## src/rtl/core/lrvc_pkg.sv

```systemverilog
`timescale 1ns / 1ps
// ----------------------------------------------------------------------------
// lrvc_pkg
// Shared types and constants of the label region vote classifier.
// ----------------------------------------------------------------------------
package lrvc_pkg;

  localparam int unsigned LABEL_W        = 11;
  localparam int unsigned COUNT_W        = 17;
  localparam int unsigned ENTRY_W        = 2 * COUNT_W;
  localparam int unsigned FRAC_W         = 9;
  localparam int unsigned FRAC_SH        = 8;
  localparam int unsigned MAX_LABELS_DEF = 1024;

  localparam logic [COUNT_W-1:0] COUNT_MAX = {COUNT_W{1'b1}};
  localparam logic [FRAC_W-1:0]  FRAC_ONE  = 9'd256;
  localparam logic [FRAC_W-1:0]  FRAC_RST  = 9'd128;

  typedef enum logic [1:0] {
    MODE_ACC   = 2'd0,
    MODE_QUERY = 2'd1,
    MODE_CLEAR = 2'd2,
    MODE_NONE  = 2'd3
  } mode_t;

  // controller to datapath
  typedef struct packed {
    logic capture;
    logic acc_wr;
    logic load_res;
    logic sweep_wr;
  } dp_cmd_t;

  // datapath to controller
  typedef struct packed {
    logic  in_valid;
    mode_t in_mode;
    mode_t cur_mode;
    logic  sweep_last;
    logic  res_busy;
  } dp_stat_t;

endpackage

```

## src/rtl/core/lrvc_ctrl.sv

```systemverilog
`timescale 1ns / 1ps
// ----------------------------------------------------------------------------
// lrvc_ctrl
// Sequencer: clearing sweep, item capture, count update or result load.
// ----------------------------------------------------------------------------
module lrvc_ctrl (
  input  logic               clk,
  input  logic               rst,
  input  lrvc_pkg::dp_stat_t stat,
  output lrvc_pkg::dp_cmd_t  cmd,
  output logic               in_ready
);

  typedef enum logic [1:0] {
    S_SWEEP,
    S_IDLE,
    S_EXEC
  } state_t;

  state_t state;

  always_ff @(posedge clk) begin
    if (rst) begin
      state <= S_SWEEP;
    end else begin
      unique case (state)
        S_SWEEP: begin
          if (stat.sweep_last) begin
            state <= S_IDLE;
          end
        end
        S_IDLE: begin
          if (stat.in_valid) begin
            unique case (stat.in_mode)
              lrvc_pkg::MODE_ACC,
              lrvc_pkg::MODE_QUERY: state <= S_EXEC;
              lrvc_pkg::MODE_CLEAR: state <= S_SWEEP;
              default:              state <= S_IDLE;
            endcase
          end
        end
        S_EXEC: begin
          // a query waits here while the previous result is still held
          if (stat.cur_mode != lrvc_pkg::MODE_QUERY || !stat.res_busy) begin
            state <= S_IDLE;
          end
        end
        default: state <= S_SWEEP;
      endcase
    end
  end

  always_comb begin
    cmd          = '0;
    in_ready     = (state == S_IDLE);
    cmd.capture  = (state == S_IDLE) && stat.in_valid;
    cmd.sweep_wr = (state == S_SWEEP);
    cmd.acc_wr   = (state == S_EXEC) && (stat.cur_mode == lrvc_pkg::MODE_ACC);
    cmd.load_res = (state == S_EXEC) && (stat.cur_mode == lrvc_pkg::MODE_QUERY)
                   && !stat.res_busy;
  end

endmodule

```

## config.mk

```make
export PLATFORM = sky130hd
export DESIGN_NAME = lrvc_ctrl
export DESIGN_NICKNAME = d
export VERILOG_FILES = /design/src/rtl/core/lrvc_pkg.sv /design/src/rtl/core/lrvc_ctrl.sv
export SDC_FILE = /design/constraint.sdc
export NUM_CORES = 1
export LEC_CHECK = 0
export ABC_AREA = 1
export BUFFER_PORTS_ARGS = -buffer_cell sky130_fd_sc_hd__buf_2
export CAP_MARGIN = 20
export CORE_AREA = 2 2 39 41
export DETAILED_ROUTE_END_ITERATION = 8
export DIE_AREA = 0 0 41 43
export SLEW_MARGIN = 10
export SYNTH_ARGS = -nofsm -noshare
export SYNTH_HDL_FRONTEND = slang
export SYNTH_SLANG_ARGS = --single-unit
```

## constraint.sdc

```tcl
create_clock -name clk -period 0.8 [get_ports clk]
set_input_delay 0.16 -clock clk [delete_from_list [all_inputs] [get_ports clk]]
set_output_delay 0.16 -clock clk [all_outputs]
set_load 0.01 [all_outputs]
```

==> results.ini <==
[critical_path]
path_cells = nor2_4 > inv_2 > nor4_4 > buf_2
start_kind = register
cp.depth = 4
slowest_stage = dfxtp_4
cp_data_arrival_time_ns = 1.05
cpPeakStageDelay_ns = 0.36
setup.worst_path.end_class = primary output
path_delay_family = flip-flops
reg2regPathDepth = 7
worst-path-buf-inv = 2
worstPathRequired_ns = 0.64
crit_type = register to primary output
cp_max_fo = 5

[floorplan]
rows = 14
die_area_sq_um = 1760
start_util_pct = 12.5
die_x_um = 41
die_h_um = 43
core_sq_um = 1380
ios = 14

[pwr]
p_per_area_nw_per_um2 = 1470
comb_power_share_pct = 41.3
switching_share_pct = 31.9
power_frac_seq_pct = 19.9
power.internal_uw = 447
p_clk_share_pct = 38.8
leakagePower_uw = 0.000234
p_switching_uw = 209
ir_worst_vdd_mv = 0.416

[flow_run]
cap_viol_max_count = 0

[final_layout]
largest_reg_flops = 2
final_util_pct = 32.3
fin_area_sq_um = 447
largest_registers = state (2)
ff_latch_area_sq_um = 45.0
regMostFlops = state
fill_cells = 145
area_delta_synth_final_pct = 159
multiInputGateArea_sq_um = 165
nets = 67
drive_above_1_share_pct = 71.9
diodes = 0
final_cell_count_no_fill = 73

[cts]
clock_latency_ns = 0.23
clock_sinks = 2
htreeDepth = 1
ctsHoldBuffers = 0
cts_tree = done
cts_buffers = 3
clk_pin_slew_worst_paths_ns = 0.04
cts_root_buf = clkbuf_4
clk_path_buf_depth = 2

[timing]
post-route-period-util_pct = 151
rsz0062_at_grt = yes
max_clock_freq_mhz = 829
slew_headroom_pct = 87.7
hold_viol = 0
min_period_ns = 1.21
tightestPinTransition_ns = 0.184
hold_ws_ns = 0.105
drv_slew = 0
skew_ns = 0.0110
fin_ws_ns = -0.406
setup-violations-final = 7

[global_route]
grt_max_degree = 6
grt_pass1_vias = 228
grt_usage_pct = 7.11
antenna_found_initial = 0
grt_pass1_wl_um = 759
grt_overflow = 0

[synth]
synth_top_area_share_pct = 23.2
yosys.area.top_type = dfxtp_1
yosysSeqAreaShare_pct = 23.2
synth_cells = 31
synthTopCellsByArea = dfxtp_1 (23%), inv_1 (17%), nand2_1 (11%), nor2_1 (11%), nand3_1 (8.7%)
synth_cell_types = 12
netlist_area_sq_um = 173
syn_area_per_cell_sq_um = 5.57
synth-seq-cells = 2
syn_nets = 40
ys_warn_count = 0

[placement]
pre_cts_ws_ns = -0.224
placed_cell_area_sq_um = 347
dp_cells = 66
hpwlAfterDp_um = 402
place.gp.congestion = 0.580
portBuffers = 13

[worst_hold_path]
whs_path_depth = 2
worst_hold_path_type = primary input to register

[detailed_routing]
dr.pass1.iters = 2
vias = 268
top_layer = met4
drt-total-wl_um = 543
drtIter0Drc = 1
drc = 0
post_drt_via_cell_ratio = 3.67
wl_per_cell_um = 7.44
ant_nets = 0
wl_met3_um = 20
met2WireLength_um = 282
m1WireLength_um = 221

[outcome]
failed_checks = setup timing
status = complete, but fails checks

-- routing by layer --
metal / vias to the layer above / GRT usage [%]
li1: 146 / -
met1: 112 / 6.69
met2: 8 / 9.06
met3: 2 / 1.57
met4: 0 / 12.0
met5: - / 0
-- layout by cell type (no fill, tap or decap) --
cell	n
nor3_4	1
nand3_2	1
nor4_4	1
buf_6	5
nor2_1	4
nor2_4	2
inv_1	5
clkbuf_4	3
buf_2	11
a21oi_2	1
dfxtp_4	1
a21boi_2	1
nand3_1	2
nand2_1	4
inv_2	4
nand3_4	1
nand2_4	1
nor2_2	1
clkbuf_1	1
buf_4	6
dfxtp_2	1
-- worst reg2reg max path, stage by stage (launching register included) --
cell and delay, ns:
dfxtp_4 0.36, buf_4 0.14, nor2_4 0.09, nand2_1 0.05, nand2_1 0.06, inv_2 0.06, a21boi_2 0.12, nor2_1 0.05
-- worst paths after layout --
path                                            start                     to  slack (ns)
worst max-delay path            state[0]$_SDFFE_PP0P_                 cmd[1]       -0.41
worst min-delay path                              rst  state[1]$_SDFFE_PP0P_        0.11
worst max register to register  state[0]$_SDFFE_PP0P_  state[1]$_SDFFE_PP0P_       -0.25
worst min register to register  state[0]$_SDFFE_PP0P_  state[0]$_SDFFE_PP0P_        0.52
-- power by group through the flow --
| stage | logic, uW | clock network, uW | registers (uW) |
|---|---|---|---|
| finish | 271 | 255 | 131 |
| global route | 295 | 274 | 132 |
| CTS | 242 | 264 | 134 |
| detailed placement | 188 | 0 | 134 |
| global placement | 186 | 0 | 135 |
| floorplan | 92.1 | 0 | 134 |
-- cells by family (layout without fill, tap and decap cells) --
group                  Yosys count  in the layout  share of synthesized area (%)
and+or+nand+nor                 18             18                           50.0
AOI/OAI and AO/OA                2              2                           7.25
DFF                              2              2                           23.2
buffers and inverters            9             35                           19.6
-- layout make-up --
cell class / instances / area share, %
Clock buffer: 4 / 5.88
Inverter: 9 / 7.56
Multi-Input combinational cell: 20 / 37.0
Sequential cell: 2 / 10.1
Tap cell: 16 / 4.48
Timing Repair Buffer: 22 / 35.0
-- timing repair --
action | 4_1_cts | 5_1_grt
gates resized for setup | 8 | 4
buffers inserted | 2 | 1
setup endpoints to repair | 7 | 7
pin swaps | 3 | 3
-- metrics by stage --
step | power [uW] | setup TNS (ns)
3_5_place_dp | 323 | -1.15
4_1_cts | 641 | -2.06
6_report | 656 | -2.20
3_3_place_gp | 321 | -1.07
2_1_floorplan | 226 | -0.356
5_1_grt | 701 | -2.57
-- cell usage after synthesis --
cell type	number
inv_1	8
nand2_1	5
nor2_1	5
nand3_1	3
dfxtp_1	2
nor2_2	2
a21boi_1	1
a21oi_1	1
inv_2	1
nand3_2	1
nor3_1	1
nor4_1	1
No activity file was read; power rests on OpenSTA's default activity.
